<file path="src/rtl/ktn_pkg.sv">
// Shared types, constants and codes of the keyed top-N score table.
package ktn_pkg;

    localparam int TABLE_ENTRIES_DEF = 8;
    localparam int KEY_W             = 32;
    localparam int SCORE_W           = 32;
    localparam int RANK_W            = 3;
    localparam int OUTCOME_W         = 2;

    localparam logic [KEY_W-1:0] EMPTY_KEY_RESET = 32'hFFFF_FFFF;

    localparam logic OP_SUBMIT = 1'b0;
    localparam logic OP_READ   = 1'b1;

    localparam logic [OUTCOME_W-1:0] OUT_UPDATED  = 2'd0;
    localparam logic [OUTCOME_W-1:0] OUT_INSERTED = 2'd1;
    localparam logic [OUTCOME_W-1:0] OUT_REJECTED = 2'd2;
    localparam logic [OUTCOME_W-1:0] OUT_READ     = 2'd3;

    typedef struct packed {
        logic load;
        logic rd_issue;
        logic rd_capture;
        logic scan_issue;
        logic decide;
        logic sh_issue;
        logic place;
        logic emit;
    } ktn_cmd_t;

    typedef struct packed {
        logic scan_last;
        logic reject;
        logic move;
        logic sh_last;
        logic out_free;
    } ktn_sts_t;

endpackage

</file>
<file path="src/rtl/ktn_if.sv">
// Channel interfaces: request items, result items and the configuration write.
interface ktn_req_if;
    logic                        valid;
    logic                        ready;
    logic                        operation;
    logic [ktn_pkg::KEY_W-1:0]   entry_key;
    logic [ktn_pkg::SCORE_W-1:0] score;
    logic [ktn_pkg::RANK_W-1:0]  read_rank;

    modport source (output valid, operation, entry_key, score, read_rank, input ready);
    modport sink   (input valid, operation, entry_key, score, read_rank, output ready);
endinterface

interface ktn_rsp_if;
    logic                          valid;
    logic                          ready;
    logic [ktn_pkg::OUTCOME_W-1:0] outcome;
    logic [ktn_pkg::RANK_W-1:0]    new_rank;
    logic [ktn_pkg::KEY_W-1:0]     read_key;
    logic [ktn_pkg::SCORE_W-1:0]   read_score;

    modport source (output valid, outcome, new_rank, read_key, read_score, input ready);
    modport sink   (input valid, outcome, new_rank, read_key, read_score, output ready);
endinterface

interface ktn_cfg_if;
    logic                      valid;
    logic                      ready;
    logic [ktn_pkg::KEY_W-1:0] empty_key;

    modport source (output valid, empty_key, input ready);
    modport sink   (input valid, empty_key, output ready);
endinterface

</file>
<file path="src/rtl/keyed_top_n_score_table_unit.sv">
// Top level of the keyed top-N score table.
//
//  channel | dir | handshake       | contents
//  req     | in  | valid / ready   | operation, entry_key, score, read_rank
//  rsp     | out | valid / ready   | outcome, new_rank, read_key, read_score
//  cfg     | in  | valid / ready   | empty_key
//
// One item at a time. A read issues the RAM read, captures the entry and emits it.
// A submit scans all entries and decides: a reject goes to emit, a kept rank is placed,
// and a move of d ranks shifts the d entries in between, then places; the scan reads
// one entry per cycle and the shift moves one entry per cycle through the RAM ports.
// A result waits in the output register; a stalled rsp holds the next result back.
// Reset clears the entry valid bits at once; no clearing pass is needed.
module keyed_top_n_score_table_unit #(
    parameter int TABLE_ENTRIES = ktn_pkg::TABLE_ENTRIES_DEF
) (
    input  logic        clk,
    input  logic        rst_n,
    ktn_req_if.sink     req,
    ktn_rsp_if.source   rsp,
    ktn_cfg_if.sink     cfg
);

    ktn_pkg::ktn_cmd_t cmd;
    ktn_pkg::ktn_sts_t sts;

    // empty-key marker written through cfg; the datapath does not read it
    logic [ktn_pkg::KEY_W-1:0] empty_key_reg;

    assign cfg.ready = 1'b1;

    always_ff @(posedge clk or negedge rst_n)
    begin
        if (!rst_n)
        begin
            empty_key_reg <= ktn_pkg::EMPTY_KEY_RESET;
        end
        else if (cfg.valid)
        begin
            empty_key_reg <= cfg.empty_key;
        end
    end

    ktn_ctrl u_ctrl (
        .clk           (clk),
        .rst_n         (rst_n),
        .req_valid     (req.valid),
        .req_operation (req.operation),
        .req_ready     (req.ready),
        .sts           (sts),
        .cmd           (cmd)
    );

    ktn_dp #(
        .TABLE_ENTRIES (TABLE_ENTRIES)
    ) u_dp (
        .clk            (clk),
        .rst_n          (rst_n),
        .cmd            (cmd),
        .sts            (sts),
        .req_operation  (req.operation),
        .req_entry_key  (req.entry_key),
        .req_score      (req.score),
        .req_read_rank  (req.read_rank),
        .rsp_ready      (rsp.ready),
        .rsp_valid      (rsp.valid),
        .rsp_outcome    (rsp.outcome),
        .rsp_new_rank   (rsp.new_rank),
        .rsp_read_key   (rsp.read_key),
        .rsp_read_score (rsp.read_score)
    );

endmodule

</file>
<file path="src/rtl/ktn_ram.sv">
// Generic simple dual-port RAM: one write port, one read port with registered data.
module ktn_ram #(
    parameter int WIDTH = 64,
    parameter int DEPTH = ktn_pkg::TABLE_ENTRIES_DEF
) (
    input  logic                     clk,
    input  logic                     we,
    input  logic [$clog2(DEPTH)-1:0] waddr,
    input  logic [WIDTH-1:0]         wdata,
    input  logic                     re,
    input  logic [$clog2(DEPTH)-1:0] raddr,
    output logic [WIDTH-1:0]         rdata
);

    logic [WIDTH-1:0] mem [DEPTH];

    always_ff @(posedge clk)
    begin
        if (we)
        begin
            mem[waddr] <= wdata;
        end
        if (re)
        begin
            rdata <= mem[raddr];
        end
    end

endmodule

</file>
<file path="src/rtl/ktn_ctrl.sv">
// Sequencer of the score table: read, scan, decide, shift, place and emit phases.
module ktn_ctrl (
    input  logic              clk,
    input  logic              rst_n,
    input  logic              req_valid,
    input  logic              req_operation,
    output logic              req_ready,
    input  ktn_pkg::ktn_sts_t sts,
    output ktn_pkg::ktn_cmd_t cmd
);

    localparam logic [3:0] S_IDLE      = 4'd0;
    localparam logic [3:0] S_RD_ISSUE  = 4'd1;
    localparam logic [3:0] S_RD_DATA   = 4'd2;
    localparam logic [3:0] S_SCAN      = 4'd3;
    localparam logic [3:0] S_SCAN_END  = 4'd4;
    localparam logic [3:0] S_DECIDE    = 4'd5;
    localparam logic [3:0] S_SHIFT     = 4'd6;
    localparam logic [3:0] S_SHIFT_END = 4'd7;
    localparam logic [3:0] S_PLACE     = 4'd8;
    localparam logic [3:0] S_EMIT      = 4'd9;

    logic [3:0] state_reg;
    logic [3:0] state_next;

    always_ff @(posedge clk or negedge rst_n)
    begin
        if (!rst_n)
        begin
            state_reg <= S_IDLE;
        end
        else
        begin
            state_reg <= state_next;
        end
    end

    always_comb
    begin
        cmd        = '0;
        req_ready  = 1'b0;
        state_next = state_reg;
        unique case (state_reg)
            S_IDLE:
            begin
                req_ready = 1'b1;
                if (req_valid)
                begin
                    cmd.load   = 1'b1;
                    state_next = (req_operation == ktn_pkg::OP_READ) ? S_RD_ISSUE : S_SCAN;
                end
            end
            S_RD_ISSUE:
            begin
                cmd.rd_issue = 1'b1;
                state_next   = S_RD_DATA;
            end
            S_RD_DATA:
            begin
                cmd.rd_capture = 1'b1;
                state_next     = S_EMIT;
            end
            S_SCAN:
            begin
                cmd.scan_issue = 1'b1;
                if (sts.scan_last)
                begin
                    state_next = S_SCAN_END;
                end
            end
            S_SCAN_END:
            begin
                // last entry of the scan is judged in this cycle
                state_next = S_DECIDE;
            end
            S_DECIDE:
            begin
                cmd.decide = 1'b1;
                priority if (sts.reject)
                begin
                    state_next = S_EMIT;
                end
                else if (sts.move)
                begin
                    state_next = S_SHIFT;
                end
                else
                begin
                    state_next = S_PLACE;
                end
            end
            S_SHIFT:
            begin
                cmd.sh_issue = 1'b1;
                if (sts.sh_last)
                begin
                    state_next = S_SHIFT_END;
                end
            end
            S_SHIFT_END:
            begin
                // drain the last shifted entry
                state_next = S_PLACE;
            end
            S_PLACE:
            begin
                cmd.place  = 1'b1;
                state_next = S_EMIT;
            end
            S_EMIT:
            begin
                if (sts.out_free)
                begin
                    cmd.emit   = 1'b1;
                    state_next = S_IDLE;
                end
            end
            default:
            begin
                state_next = S_IDLE;
            end
        endcase
    end

`ifndef SYNTHESIS
    a_load_leaves_idle: assert property (@(posedge clk) disable iff (!rst_n)
        cmd.load |=> state_reg != S_IDLE)
        else $error("ktn_ctrl: still idle after taking an item");
`endif

endmodule

</file>
<file path="src/rtl/ktn_dp.sv">
// Datapath of the score table: entry RAM, valid bits, scan counters, shift pointer, result stage.
module ktn_dp #(
    parameter int TABLE_ENTRIES = ktn_pkg::TABLE_ENTRIES_DEF
) (
    input  logic                            clk,
    input  logic                            rst_n,
    input  ktn_pkg::ktn_cmd_t               cmd,
    output ktn_pkg::ktn_sts_t               sts,
    input  logic                            req_operation,
    input  logic [ktn_pkg::KEY_W-1:0]       req_entry_key,
    input  logic [ktn_pkg::SCORE_W-1:0]     req_score,
    input  logic [ktn_pkg::RANK_W-1:0]      req_read_rank,
    input  logic                            rsp_ready,
    output logic                            rsp_valid,
    output logic [ktn_pkg::OUTCOME_W-1:0]   rsp_outcome,
    output logic [ktn_pkg::RANK_W-1:0]      rsp_new_rank,
    output logic [ktn_pkg::KEY_W-1:0]       rsp_read_key,
    output logic [ktn_pkg::SCORE_W-1:0]     rsp_read_score
);

    localparam int AW = $clog2(TABLE_ENTRIES);
    localparam int XW = AW + ktn_pkg::RANK_W;
    localparam int EW = ktn_pkg::KEY_W + ktn_pkg::SCORE_W;
    localparam logic [AW-1:0] LAST_IDX = AW'(TABLE_ENTRIES - 1);

    // item fields
    logic                            op_reg;
    logic [ktn_pkg::KEY_W-1:0]       key_reg;
    logic [ktn_pkg::SCORE_W-1:0]     score_reg;
    logic [ktn_pkg::RANK_W-1:0]      rank_reg;

    // scan and shift
    logic [AW-1:0]                   scan_idx_reg;
    logic                            pipe_scan_reg;
    logic                            pipe_shift_reg;
    logic [AW-1:0]                   pipe_idx_reg;
    logic                            rd_vld_reg;
    logic                            found_reg;
    logic [AW-1:0]                   match_idx_reg;
    logic [AW-1:0]                   ge_reg;
    logic [AW-1:0]                   gt_reg;
    logic [ktn_pkg::SCORE_W-1:0]     last_score_reg;
    logic [AW-1:0]                   tgt_reg;
    logic [AW-1:0]                   sh_ptr_reg;
    logic                            dir_up_reg;
    logic [TABLE_ENTRIES-1:0]        valid_reg;

    // result hold and output stage
    logic [ktn_pkg::OUTCOME_W-1:0]   res_outcome_reg;
    logic [ktn_pkg::RANK_W-1:0]      res_rank_reg;
    logic [ktn_pkg::KEY_W-1:0]       res_key_reg;
    logic [ktn_pkg::SCORE_W-1:0]     res_score_reg;
    logic                            out_valid_reg;
    logic [ktn_pkg::OUTCOME_W-1:0]   out_outcome_reg;
    logic [ktn_pkg::RANK_W-1:0]      out_rank_reg;
    logic [ktn_pkg::KEY_W-1:0]       out_key_reg;
    logic [ktn_pkg::SCORE_W-1:0]     out_score_reg;

    // RAM ports
    logic                            we;
    logic [AW-1:0]                   waddr;
    logic [EW-1:0]                   wdata;
    logic                            re;
    logic [AW-1:0]                   raddr;
    logic [EW-1:0]                   rdata;

    logic                            rank_ok;
    logic [ktn_pkg::KEY_W-1:0]       ent_key;
    logic [ktn_pkg::SCORE_W-1:0]     ent_score;
    logic                            beats_last;
    logic [AW-1:0]                   src_next;
    logic [AW-1:0]                   tgt_next;
    logic                            up_next;
    logic [XW-1:0]                   tgt_ext;
    logic [ktn_pkg::RANK_W-1:0]      rank_sat;
    logic [ktn_pkg::OUTCOME_W-1:0]   outcome_next;

    ktn_ram #(
        .WIDTH (EW),
        .DEPTH (TABLE_ENTRIES)
    ) u_ram (
        .clk   (clk),
        .we    (we),
        .waddr (waddr),
        .wdata (wdata),
        .re    (re),
        .raddr (raddr),
        .rdata (rdata)
    );

    assign rank_ok = XW'(rank_reg) < XW'(TABLE_ENTRIES);

    // an entry never written since reset reads as EMPTY_KEY_RESET with score zero
    assign ent_key   = rd_vld_reg ? rdata[EW-1:ktn_pkg::SCORE_W] : ktn_pkg::EMPTY_KEY_RESET;
    assign ent_score = rd_vld_reg ? rdata[ktn_pkg::SCORE_W-1:0]  : '0;

    always_comb
    begin
        re    = 1'b0;
        raddr = scan_idx_reg;
        priority if (cmd.rd_issue)
        begin
            re    = rank_ok;
            raddr = AW'(rank_reg);
        end
        else if (cmd.scan_issue)
        begin
            re    = 1'b1;
            raddr = scan_idx_reg;
        end
        else if (cmd.sh_issue)
        begin
            re    = 1'b1;
            raddr = sh_ptr_reg;
        end
        else
        begin
            re = 1'b0;
        end
    end

    always_comb
    begin
        we    = 1'b0;
        waddr = tgt_reg;
        wdata = {key_reg, score_reg};
        priority if (pipe_shift_reg)
        begin
            we    = 1'b1;
            waddr = dir_up_reg ? (pipe_idx_reg + AW'(1)) : (pipe_idx_reg - AW'(1));
            wdata = {ent_key, ent_score};
        end
        else if (cmd.place)
        begin
            we = 1'b1;
        end
        else
        begin
            we = 1'b0;
        end
    end

    // final rank: entries above the new score, plus equal ones that stood before it
    assign beats_last = score_reg > last_score_reg;
    assign src_next   = found_reg ? match_idx_reg : LAST_IDX;
    assign tgt_next   = ge_reg + gt_reg;
    assign up_next    = tgt_next < src_next;
    assign tgt_ext    = XW'(tgt_next);
    assign rank_sat   = (tgt_ext > XW'(7)) ? ktn_pkg::RANK_W'(7) : tgt_ext[ktn_pkg::RANK_W-1:0];

    always_comb
    begin
        priority if (found_reg)
        begin
            outcome_next = ktn_pkg::OUT_UPDATED;
        end
        else if (beats_last)
        begin
            outcome_next = ktn_pkg::OUT_INSERTED;
        end
        else
        begin
            outcome_next = ktn_pkg::OUT_REJECTED;
        end
    end

    assign sts.scan_last = scan_idx_reg == LAST_IDX;
    assign sts.reject    = !found_reg && !beats_last;
    assign sts.move      = tgt_next != src_next;
    assign sts.sh_last   = sh_ptr_reg == tgt_reg;
    assign sts.out_free  = !out_valid_reg || rsp_ready;

    always_ff @(posedge clk or negedge rst_n)
    begin
        if (!rst_n)
        begin
            pipe_scan_reg  <= 1'b0;
            pipe_shift_reg <= 1'b0;
            valid_reg      <= '0;
            out_valid_reg  <= 1'b0;
        end
        else
        begin
            pipe_scan_reg  <= cmd.scan_issue;
            pipe_shift_reg <= cmd.sh_issue;
            if (we)
            begin
                valid_reg[waddr] <= 1'b1;
            end
            if (cmd.emit)
            begin
                out_valid_reg <= 1'b1;
            end
            else if (rsp_ready)
            begin
                out_valid_reg <= 1'b0;
            end
        end
    end

    always_ff @(posedge clk)
    begin
        if (cmd.load)
        begin
            op_reg        <= req_operation;
            key_reg       <= req_entry_key;
            score_reg     <= req_score;
            rank_reg      <= req_read_rank;
            scan_idx_reg  <= '0;
            found_reg     <= 1'b0;
            ge_reg        <= '0;
            gt_reg        <= '0;
            res_rank_reg  <= '0;
            res_key_reg   <= '0;
            res_score_reg <= '0;
        end

        if (cmd.scan_issue)
        begin
            scan_idx_reg <= scan_idx_reg + AW'(1);
        end

        if (re)
        begin
            pipe_idx_reg <= raddr;
            rd_vld_reg   <= valid_reg[raddr];
        end

        // judge one scanned entry per cycle
        if (pipe_scan_reg)
        begin
            if ((ent_key == key_reg) && !found_reg)
            begin
                found_reg     <= 1'b1;
                match_idx_reg <= pipe_idx_reg;
            end
            else if (found_reg)
            begin
                if (ent_score > score_reg)
                begin
                    gt_reg <= gt_reg + AW'(1);
                end
            end
            else if (pipe_idx_reg != LAST_IDX)
            begin
                if (ent_score >= score_reg)
                begin
                    ge_reg <= ge_reg + AW'(1);
                end
            end
            if (pipe_idx_reg == LAST_IDX)
            begin
                last_score_reg <= ent_score;
            end
        end

        if (cmd.decide)
        begin
            tgt_reg         <= tgt_next;
            dir_up_reg      <= up_next;
            sh_ptr_reg      <= up_next ? (src_next - AW'(1)) : (src_next + AW'(1));
            res_outcome_reg <= outcome_next;
            res_rank_reg    <= sts.reject ? '0 : rank_sat;
        end

        if (cmd.sh_issue)
        begin
            sh_ptr_reg <= dir_up_reg ? (sh_ptr_reg - AW'(1)) : (sh_ptr_reg + AW'(1));
        end

        if (cmd.rd_capture)
        begin
            res_outcome_reg <= ktn_pkg::OUT_READ;
            res_rank_reg    <= '0;
            res_key_reg     <= (rank_ok && op_reg == ktn_pkg::OP_READ) ? ent_key : '0;
            res_score_reg   <= (rank_ok && op_reg == ktn_pkg::OP_READ) ? ent_score : '0;
        end

        if (cmd.emit)
        begin
            out_outcome_reg <= res_outcome_reg;
            out_rank_reg    <= res_rank_reg;
            out_key_reg     <= res_key_reg;
            out_score_reg   <= res_score_reg;
        end
    end

    assign rsp_valid      = out_valid_reg;
    assign rsp_outcome    = out_outcome_reg;
    assign rsp_new_rank   = out_rank_reg;
    assign rsp_read_key   = out_key_reg;
    assign rsp_read_score = out_score_reg;

`ifndef SYNTHESIS
    a_no_rw_clash: assert property (@(posedge clk) disable iff (!rst_n)
        (we && re) |-> (waddr != raddr))
        else $error("ktn_dp: read and write at the same entry");

    a_rank_in_table: assert property (@(posedge clk) disable iff (!rst_n)
        cmd.decide |-> ((AW + 1)'(ge_reg) + (AW + 1)'(gt_reg)) <= (AW + 1)'(TABLE_ENTRIES - 1))
        else $error("ktn_dp: final rank beyond the table");

    a_place_no_shift: assert property (@(posedge clk) disable iff (!rst_n)
        cmd.place |-> !pipe_shift_reg)
        else $error("ktn_dp: placement collides with a shift write");

    a_submit_no_data: assert property (@(posedge clk) disable iff (!rst_n)
        (out_valid_reg && out_outcome_reg != ktn_pkg::OUT_READ)
            |-> (out_key_reg == '0 && out_score_reg == '0))
        else $error("ktn_dp: submit result carries entry data");
`endif

endmodule

</file>
<file path="src/flat_wrapper.sv">
// flat-port wrapper written by rule: the top's interface ports become plain ports
module keyed_top_n_score_table_unit_flat 
#(
    parameter int TABLE_ENTRIES = ktn_pkg::TABLE_ENTRIES_DEF
)
  (clk, rst_n, req_valid, req_operation, req_entry_key, req_score, req_read_rank, req_ready, rsp_valid, rsp_outcome, rsp_new_rank, rsp_read_key, rsp_read_score, rsp_ready, cfg_valid, cfg_empty_key, cfg_ready);
  ktn_req_if req_i ();
  ktn_rsp_if rsp_i ();
  ktn_cfg_if cfg_i ();
  input  logic clk;
  input  logic rst_n;
  input wire logic [$bits(req_i.valid)-1:0] req_valid;
  input wire logic [$bits(req_i.operation)-1:0] req_operation;
  input wire logic [$bits(req_i.entry_key)-1:0] req_entry_key;
  input wire logic [$bits(req_i.score)-1:0] req_score;
  input wire logic [$bits(req_i.read_rank)-1:0] req_read_rank;
  output wire logic [$bits(req_i.ready)-1:0] req_ready;
  output wire logic [$bits(rsp_i.valid)-1:0] rsp_valid;
  output wire logic [$bits(rsp_i.outcome)-1:0] rsp_outcome;
  output wire logic [$bits(rsp_i.new_rank)-1:0] rsp_new_rank;
  output wire logic [$bits(rsp_i.read_key)-1:0] rsp_read_key;
  output wire logic [$bits(rsp_i.read_score)-1:0] rsp_read_score;
  input wire logic [$bits(rsp_i.ready)-1:0] rsp_ready;
  input wire logic [$bits(cfg_i.valid)-1:0] cfg_valid;
  input wire logic [$bits(cfg_i.empty_key)-1:0] cfg_empty_key;
  output wire logic [$bits(cfg_i.ready)-1:0] cfg_ready;
  assign req_i.valid = req_valid;
  assign req_i.operation = req_operation;
  assign req_i.entry_key = req_entry_key;
  assign req_i.score = req_score;
  assign req_i.read_rank = req_read_rank;
  assign req_ready = req_i.ready;
  assign rsp_valid = rsp_i.valid;
  assign rsp_outcome = rsp_i.outcome;
  assign rsp_new_rank = rsp_i.new_rank;
  assign rsp_read_key = rsp_i.read_key;
  assign rsp_read_score = rsp_i.read_score;
  assign rsp_i.ready = rsp_ready;
  assign cfg_i.valid = cfg_valid;
  assign cfg_i.empty_key = cfg_empty_key;
  assign cfg_ready = cfg_i.ready;
  keyed_top_n_score_table_unit #(.TABLE_ENTRIES(TABLE_ENTRIES)) u_core (.clk(clk), .rst_n(rst_n), .req(req_i), .rsp(rsp_i), .cfg(cfg_i));
endmodule
</file>
<file path="config.mk">
export PLATFORM = sky130hd
export DESIGN_NAME = keyed_top_n_score_table_unit_flat
export DESIGN_NICKNAME = d
export VERILOG_FILES = /design/src/rtl/ktn_pkg.sv /design/src/rtl/ktn_if.sv /design/src/rtl/keyed_top_n_score_table_unit.sv /design/src/rtl/ktn_ram.sv /design/src/rtl/ktn_ctrl.sv /design/src/rtl/ktn_dp.sv /design/src/flat_wrapper.sv
export SDC_FILE = /design/constraint.sdc
export NUM_CORES = 1
export LEC_CHECK = 0
export ABC_AREA = 1
export BUFFER_PORTS_ARGS = -buffer_cell sky130_fd_sc_hd__buf_2
export CAP_MARGIN = 10
export CORE_UTILIZATION = 45
export DETAILED_ROUTE_END_ITERATION = 10
export GPL_TIMING_DRIVEN = 0
export PLACE_DENSITY = 0.62
export SYNTH_ARGS = -nofsm -noshare
export SYNTH_HDL_FRONTEND = slang
export SYNTH_HIERARCHICAL = 1
export SYNTH_SLANG_ARGS = --single-unit
</file>
<file path="constraint.sdc">
create_clock -name clk -period 8.4 [get_ports clk]
set_input_delay 1.68 -clock clk [delete_from_list [all_inputs] [get_ports clk]]
set_output_delay 1.68 -clock clk [all_outputs]
set_load 0.01 [all_outputs]
</file>
==> impl_results.md, run 1 <==
- Total core area: 82110 µm²
- Pre-CTS setup slack: 4.211 ns
- CP startpoint kind: register
- Share of cells above drive strength 1: 10.80%
- Post-CTS Hold Buffers: 0
- Period utilization: 46.23%
- Number of global-route vias before repair: 24069
- Initial antenna violation count: 4
- Via count: 24615
- Setup Buffers After CTS: 0
- FF+latch count, synth: 853
- Max-slew violation count: 0
- Worst hold path type: reg2reg
- Fmax: 257.5 MHz
- Placer Congestion: 0.8398
- DRC viols: 0
- Crit path DAT: 4.41 ns
- CP max stage delay: 0.80 ns
- Top Ports: 177
- Remaining Overflow, GRT: 0
- Vias per inst: 4.955
- Share of the synthesized area in the top cell type: 66.34%
- Seq/Total Area, Yosys: 67.99%
- Lkg Pwr: 19.22 nW
- H-tree depth: 3
- MaxCap Viol Count: 0
- WS Path Type: reg2reg
- Status: finished clean
- Final setup vio count: 0
- Number of clock sinks: 853
- Crit path top cell by count: nand2_1
- CTS tree: done
- Post-synth top area cell: edfxtp_1
- All-Layer GR Usage: 22.52%
- Max FFs per register: 512
- Die Area: 84240 µm²
- Initial core utilization: 45.53%
- Worst-Skew Late Latency: 0.64 ns
- Iter 0 DRT Violations: 2049
- Fin nets: 4006
- Crit Path Max Fanout: 10
- Post-DP HPWL: 62780 µm
- Clk pwr share: 25.0%
- CTS max path bufs: 3
- First-pass GRT wire length: 143200 µm
- Count of input and output buffers: 142
- CTS resizes: 0
- Sw frac: 37.85%
- Die Span X: 290.2 µm
- Internal power: 0.009378 W
- Die height: 290.2 µm
- Antenna Nets Post-Route: 0
- Worst EP required: 8.93 ns
- Combinational power share: 35.6%
- Crit-path slowest cell: clkbuf_1
- Dpl cells: 4802
- Final hold viol count: 0
- Syn nets: 3744
- Synth Cell Area: 37390 µm²
- Clock Skew: 0.02056 ns
- Final period demand of the worst path: 3.883 ns
- Antenna Cells: 0
- Flop pwr share: 39.4%
- Slew margin rel.: 19.17%
- Power per Cell Area: 352.4 nW/µm²
- Final WL: 94540 µm
- Worst Tran Pin Value: 1.200 ns
- Ranking of synthesized cells by area: edfxtp_1, nand2_1, inv_1
- Largest net degree at the start of global routing: 37
- CTS Root Cell: clkbuf_16
- Wire per inst: 19.03 µm
- Asr flop ratio synth: 1.758%
- Library cells used by synthesis: 39
- Worst setup slack after layout: 4.517 ns
- Area growth syn-to-layout: 14.54%
- Row cnt: 105
- Worst-path clk slew: 0.06 ns
- CTS buffer count: 91
- Biggest regs: u_core/u_dp/u_ram/mem x512, u_core/u_dp/u_ram/rdata x64
- Worst IR drop on VDD: 195.0 µV
- Syn Area/Cell: 10.49 µm²
- EDFF count, synth: 826
- Cell Chain, Critical Path: buf_6 > buf_6 > clkbuf_1 > nand2_1 > inv_1 > ha_1 > nand2_1 > inv_1 > nand3_1 > nor3_1 > nand3_1 > nor2_1 > inv_1 > nand3_1 > nand2_2 > nand2_1 > nand2_1
- Pre-Repair DR Iteration Count: 5
- Cell Count, Final, Fillers Out: 4968
- Sw Pwr: 0.005711 W
- Ys Warns: 6
- Biggest register: u_core/u_dp/u_ram/mem
- CP endpoint kind: register
- Syn Inst Count: 3563
- RSZ-0062 raised after global routing: no
- Util after Layout: 52.15%
- Synth Flop Type: edfxtp_1
## synth_stat cells, types with 5 or more instances
master    count
dfrtp_1      15
inv_2         6
edfxtp_1    826
xor2_1       18
o21ai_0     106
nand4_1       7
clkbuf_1     34
nand2_1    1115
nor3_1        7
buf_6        18
dfxtp_1      12
buf_4        20
nor2_1      128
inv_1       739
o211ai_1      5
ha_1         72
o21bai_1      5
nor2_2        5
nand2_2       8
a21oi_1      50
nand3_1     281
buf_2        54
## power groups by stage
stage | clock network (W) | logic, W | registers, W
floorplan | 0 | 0.00336 | 0.00599
global placement | 0 | 0.00516 | 0.00612
detailed placement | 0 | 0.00534 | 0.00602
CTS | 0.00384 | 0.00538 | 0.00594
global route | 0.00401 | 0.00596 | 0.00599
finish | 0.00377 | 0.00538 | 0.00594
## path summary, 6_finish.rpt
kind	start	end	slack, ns	cells past startpoint
max	u_core/u_dp/rd_vld_reg	u_core/u_dp/ge_reg[0]	4.52	17
min	u_core/u_dp/res_key_reg[20]	u_core/u_dp/rsp_read_key[20]	0.42	0
max reg2reg	u_core/u_dp/rd_vld_reg	u_core/u_dp/ge_reg[0]	4.52	17
min reg2reg	u_core/u_dp/res_key_reg[20]	u_core/u_dp/rsp_read_key[20]	0.42	0
max in group asynchronous	rst_n	u_core/u_dp/valid_reg[4]	7.19	1
min in group asynchronous	rst_n	u_core/u_dp/rsp_valid	0.95	1
## critical path, delay by kind of cell, from the launching register on
family / cells / cell delay, ns
simple gates: 10 / 1.71
buf+inv: 6 / 1.45
flops: 1 / 0.43
fa+ha+maj: 1 / 0.16
## per-stage QoR
stage | instance area (µm²) | hold slack (ns) | TNS (ns) | power (W)
finish | 42820 | 0.4162 | 0 | 0.01509
global route | 42820 | 0.4183 | 0 | 0.01596
CTS | 42820 | 0.4114 | 0 | 0.01517
detailed placement | 40030 | 0.4045 | 0 | 0.01136
global placement | 39440 | 0.4007 | -251.31 | 0.01127
floorplan | 37390 | 0.4003 | 0 | 0.009358
## final cells by class
type / instances / area [µm²]
fill: 7124 / 39290
sequential: 853 / 25420
multi-input combinational: 1834 / 8497
inverter: 746 / 2800
clock buffer: 120 / 2460
tap: 1070 / 1339
timing repair buffer: 169 / 1214
buffer: 130 / 765.7
clock inverter: 46 / 329.1
## logic make-up (layout without fill, tap and decap cells)
logic type      after synthesis  count (layout)  synth area share (%)
xor+xnor                     20              20                0.4685
fa+ha+maj                    76              76                 2.624
compound gates              172             172                 2.396
other cells                   1               1               0.01003
simple gates               1564            1564                 16.95
flops                       853             853                 67.99
mux                           1               1               0.02677
buf+inv                     876            1211                 9.538
## per-layer routing
metal / GRT usage [%] / vias up / routed length [µm]
met2: 37.98 / 814 / 45360
met4: 7.564 / 2 / 2731
met5: 0 / - / 20
met3: 3.028 / 153 / 6428
li1: - / 11879 / -
met1: 30.04 / 11767 / 40000
## cell usage in the layout (no fill, tap or decap), types with 10 or more instances in the layout
| cell type | synthesis | routed |
|---|---|---|
| dfrtp_1 | 15 | 15 |
| nand2_1 | 1115 | 1115 |
| xor2_1 | 18 | 18 |
| edfxtp_1 | 826 | 826 |
| a21oi_1 | 50 | 50 |
| clkbuf_1 | 34 | 59 |
| ha_1 | 72 | 72 |
| buf_12 | 0 | 20 |
| clkinv_1 | 1 | 21 |
| clkinv_2 | 0 | 15 |
| nand3_1 | 281 | 280 |
| inv_1 | 739 | 739 |
| buf_6 | 18 | 22 |
| clkbuf_16 | 0 | 94 |
| buf_2 | 54 | 196 |
| buf_4 | 20 | 20 |
| dfxtp_1 | 12 | 12 |
| nor2_1 | 128 | 118 |
| nor2_4 | 0 | 10 |
| o21ai_0 | 106 | 106 |
(Power assumes the default switching activity.)
==> run 2: changes to the inputs <==
==> constraint.sdc (replaced) <==
create_clock -name clk -period 3.6 [get_ports clk]
set_input_delay 0.72 -clock clk [delete_from_list [all_inputs] [get_ports clk]]
set_output_delay 0.72 -clock clk [all_outputs]
set_load 0.01 [all_outputs]
==> impl_results.md, run 2 (synthesis gave the netlist of run 1 again) <==
- Biggest regs: u_core/u_dp/u_ram/mem x512, u_core/u_dp/u_ram/rdata x64
- Initial core utilization: 45.53%
- Worst EP required: 3.94 ns
- CTS buffer count: 93
- Clk pwr share: 26.0%
- Number of clock sinks: 853
- Share of cells above drive strength 1: 11.26%
- Remaining Overflow, GRT: 0
- Most common cell after layout, fill and taps aside: nand2_1
- Reg2Reg Depth: 10
- Final WL: 94340 µm
- Slew margin rel.: 23.16%
- Fin nets: 4011
- Commonest cells after routing, fill and taps aside: nand2_1, edfxtp_1, inv_1
- Crit-path slowest cell: nor2_4
- Antenna Nets Post-Route: 0
- Max-slew violation count: 0
- FILL cells: 7053
- Die Span X: 290.2 µm
- DRC viols: 0
- Antenna Cells: 0
- Hold Crit Depth: 1
- Worst IR drop on VDD: 492.8 µV
- Final hold viol count: 0
- Setup Buffers After CTS: 0
- CP max stage delay: 0.72 ns
- Die height: 290.2 µm
- Period utilization: 94.02%
- Crit path DAT: 3.73 ns
- Power per Cell Area: 827.7 nW/µm²
- Worst-path clk slew: 0.06 ns
- Worst hold path type: in2reg
- Area growth syn-to-layout: 15.41%
- Util after Layout: 52.55%
- Sw Pwr: 0.01340 W
- Placer Congestion: 0.8027
- All-Layer GR Usage: 22.35%
- Clock Skew: 0.02981 ns
- Max FFs per register: 512
- MaxCap Viol Count: 0
- Count of input and output buffers: 142
- Final period demand of the worst path: 3.385 ns
- Lkg Pwr: 19.38 nW
- Number of global-route vias before repair: 23574
- Flop pwr share: 38.8%
- CTS max path bufs: 3
- Cell Chain, Critical Path: fa_1 > xor2_1 > a21oi_1 > o21ai_0 > o21ai_0 > inv_1 > nand2_1 > nor2_4 > buf_12 > buf_12
- Via count: 24539
- Internal power: 0.02232 W
- CTS Root Cell: clkbuf_16
- CTS tree: done
- Min Hold Slack: 0.2387 ns
- Pre-Repair DR Iteration Count: 6
- Fmax: 295.4 MHz
- Final setup vio count: 0
- Worst Tran Pin Value: 1.141 ns
- Reg2Reg Setup Slack: 0.22 ns
- RSZ-0062 raised after global routing: no
- Top Ports: 177
- Combinational power share: 35.2%
- First-pass GRT wire length: 140800 µm
- Biggest register: u_core/u_dp/u_ram/mem
- CP endpoint kind: register
- Sw frac: 37.51%
- CP startpoint kind: register
- Total core area: 82110 µm²
- Vias per inst: 4.930
- Initial antenna violation count: 1
- Power Total: 0.03571 W
- Largest net degree at the start of global routing: 43
- Crit Path Max Fanout: 23
- WS Path Type: reg2reg
- Post-DP HPWL: 62970 µm
- Wire per inst: 18.96 µm
- Row cnt: 105
- Die Area: 84240 µm²
- Iter 0 DRT Violations: 2034
- Worst-Skew Late Latency: 0.65 ns
- Setup TNS Final: 0 ns
- Status: finished clean
- H-tree depth: 3
==> run 2: worst paths after layout <==
kind / from / endpoint
worst max-delay path: u_core/u_dp/dir_up_reg / u_core/u_dp/u_ram/mem[0][3]
worst min-delay path: req_score[12] / u_core/u_dp/score_reg[12]
worst max register to register: u_core/u_dp/dir_up_reg / u_core/u_dp/u_ram/mem[0][3]
worst min register to register: u_core/u_dp/res_key_reg[17] / u_core/u_dp/rsp_read_key[17]
max in group asynchronous: rst_n / u_core/u_dp/valid_reg[5]
min in group asynchronous: rst_n / u_core/u_dp/rsp_valid
==> run 2: metrics by stage <==
| stage | cell area (µm²) | worst slack, ns | cells |
|---|---|---|---|
| floorplan | 37450 | -1.073 | 3563 |
| global placement | 39500 | -4.553 | 4775 |
| detailed placement | 40160 | -0.3215 | 4804 |
| CTS | 43140 | 0.02545 | 4977 |
| global route | 43150 | 0.04406 | 4977 |
| finish | 43150 | 0.2152 | 4977 |
==> run 2: worst max-delay path: cells and delay by family (launching register included) <==
kind	cells	cell delay [ns]
and+or+nand+nor	2	0.87
buffers and inverters	3	0.65
DFF	1	0.50
AOI/OAI and AO/OA	3	0.42
adders and majority gates	1	0.42
xor gates and xnor gates	1	0.18
==> run 2: what timing repair did <==
item                       in CTS  in global routing
gates resized for setup         4                  8
setup endpoints to repair      95                 69
hold buffers                    1                  0
hold endpoints to repair       15                  0
==> run 2: power groups by stage <==
stage / Clock (W) / Combinational (W) / Sequential (W)
after floorplan: 0 / 0.00787 / 0.0139
after global placement: 0 / 0.0119 / 0.0141
after detailed placement: 0 / 0.0125 / 0.0140
after CTS: 0.00946 / 0.0126 / 0.0139
after global routing: 0.00983 / 0.0138 / 0.0140
final: 0.00929 / 0.0126 / 0.0139
==> run 2: metal layers <==
layer / GRT usage [%] / up-vias / wire (µm)
met1: 29.48 / 11614 / 39560
li1: - / 11901 / -
met4: 8.108 / 0 / 2987
met2: 37.39 / 857 / 45000
met5: 0 / - / 0
met3: 3.526 / 167 / 6793
==> run 2: final cells by class <==
class                           count  area [µm²]  area share (%)
Buffer                            130       773.2           1.792
Clock buffer                      119        2487           5.765
Clock inverter                     53       476.7           1.105
Inverter                          746        2800           6.490
Multi-Input combinational cell   1834        8513           19.73
Sequential cell                   853       25420           58.91
Tap cell                         1070        1339           3.103
Timing Repair Buffer              172        1339           3.103
==> run 3: changes to the inputs <==
==> constraint.sdc (replaced) <==
create_clock -name clk -period 4.3 [get_ports clk]
set_input_delay 0.86 -clock clk [delete_from_list [all_inputs] [get_ports clk]]
set_output_delay 0.86 -clock clk [all_outputs]
set_load 0.01 [all_outputs]
==> impl_results.md, run 3 (synthesis gave the netlist of run 1 again) <==
- Status: finished clean
- CTS resizes: 0
- Initial antenna violation count: 2
- Fin nets: 4010
- Share of cells above drive strength 1: 11.27%
- Cell Count, Final, Fillers Out: 4974
- Dpl cells: 4805
- Final WL: 93590 µm
- Die Area: 84240 µm²
- CTS tree: done
- Remaining Overflow, GRT: 0
- CTS max path bufs: 3
- RSZ-0062 raised after global routing: no
- Crit Path Max Fanout: 10
- Max FFs per register: 512
- Crit path DAT: 4.41 ns
- Final instance area: 43280 µm²
- Power per Cell Area: 697.6 nW/µm²
- MaxCap Viol Count: 0
- Worst EP required: 4.83 ns
- Post-placement cell area: 40200 µm²
- Lkg Pwr: 19.43 nW
- Area growth syn-to-layout: 15.77%
- Period utilization: 90.26%
- Pre-Repair DR Iteration Count: 5
- Final setup vio count: 0
- All-Layer GR Usage: 22.39%
- H-tree depth: 3
- Min Hold Slack: 0.1190 ns
- Row cnt: 105
- CP startpoint kind: register
- Worst-path clk slew: 0.06 ns
- Number of global-route vias before repair: 23307
- Total core area: 82110 µm²
- Clock Skew: 0.03374 ns
- Largest net degree at the start of global routing: 55
- Commonest cells after routing, fill and taps aside: nand2_1, edfxtp_1, inv_1
- Count of input and output buffers: 142
- Post-CTS Hold Buffers: 0
- Worst setup slack after layout: 0.4189 ns
- Post-DP HPWL: 62570 µm
- Wire per inst: 18.82 µm
- Vias per inst: 4.894
- Antenna Nets Post-Route: 0
- WS Path Type: reg2reg
- Top Ports: 177
- CTS buffer count: 92
- Worst hold path type: in2async
- DRC viols: 0
- Placer Congestion: 0.8194
- Die Span X: 290.2 µm
- CTS Root Cell: clkbuf_16
- Die height: 290.2 µm
- Final period demand of the worst path: 3.881 ns
- Worst IR drop on VDD: 374.1 µV
- Worst-Skew Late Latency: 0.65 ns
- Antenna Cells: 0
- Number of clock sinks: 853
- Worst Tran Pin Value: 1.177 ns
- Via count: 24341
- Max-slew violation count: 0
- First-pass GRT wire length: 141300 µm
- Slew margin rel.: 20.67%
- Biggest regs: u_core/u_dp/u_ram/mem x512, u_core/u_dp/u_ram/rdata x64
- Pre-CTS setup slack: 0.3343 ns
- Fmax: 257.7 MHz
- CP endpoint kind: register
- Iter 0 DRT Violations: 2265
- Most common cell after layout, fill and taps aside: nand2_1
- Final hold viol count: 0
- Biggest register: u_core/u_dp/u_ram/mem
- Initial core utilization: 45.53%
- Setup Buffers After CTS: 0
- Power Total: 0.03019 W
==> run 3: cell count changes in the layout (fill, tap and decap cells not counted), sizes merged <==
cell,change
clkbuf,-7
clkinv,-1
bufinv,+6
dlygate4sd3,-1
buf,+1
inv,-1
==> run 3: metal layers <==
metal / vias up / GRT usage (%) / part of all wire [%]
met1: 11470 / 30.21 / 43
li1: 11892 / - / -
met4: 0 / 7.784 / 3.2
met5: - / 0 / 0
met2: 812 / 36.92 / 47
met3: 167 / 3.418 / 6.6
==> run 3: worst max-delay path: stages, from the launching register on <==
cell	delay [ns]
edfxtp_1	0.43
buf_6	0.19
buf_6	0.20
clkbuf_1	0.82
nand2_1	0.21
inv_1	0.14
ha_1	0.16
nand2_1	0.07
inv_1	0.05
nand3_1	0.11
nor3_1	0.24
nand3_1	0.25
nor2_1	0.44
inv_1	0.08
nand3_1	0.17
nand2_2	0.09
nand2_1	0.07
nand2_1	0.05
==> run 3: worst paths after layout <==
path | from | to | slack (ns) | cells after the start
worst min register to register | u_core/u_dp/res_score_reg[13] | u_core/u_dp/rsp_read_score[13] | 0.41 | 0
worst max register to register | u_core/u_dp/rd_vld_reg | u_core/u_dp/ge_reg[0] | 0.42 | 17
min in group clk | req_entry_key[15] | u_core/u_dp/key_reg[15] | 0.38 | 1
worst max-delay path | u_core/u_dp/rd_vld_reg | u_core/u_dp/ge_reg[0] | 0.42 | 17
worst min-delay path | rst_n | u_core/u_dp/rsp_valid | 0.12 | 1
max in group asynchronous | rst_n | u_core/u_dp/valid_reg[3] | 3.90 | 1
==> run 3: through the flow <==
step / util (%) / setup TNS [ns]
after floorplan: - / -49.83
after global placement: 48.06 / -1333.91
after detailed placement: 48.95 / 0
after CTS: 52.71 / 0
after global routing: 52.71 / 0
final: 52.71 / 0
==> run 3: cell type report <==
type	count	area, µm²
inverter	746	2800
fill	6981	38830
multi-input combinational	1834	8503
clock inverter	57	665.6
timing repair buffer	172	1369
sequential	853	25420
clock buffer	112	2420
buffer	130	765.7
tap	1070	1339
==> run 3: power breakdown <==
part	switching, W	internal [W]
clock network	0.00322	0.00485
registers	0.000427	0.0112
logic	0.00756	0.00297
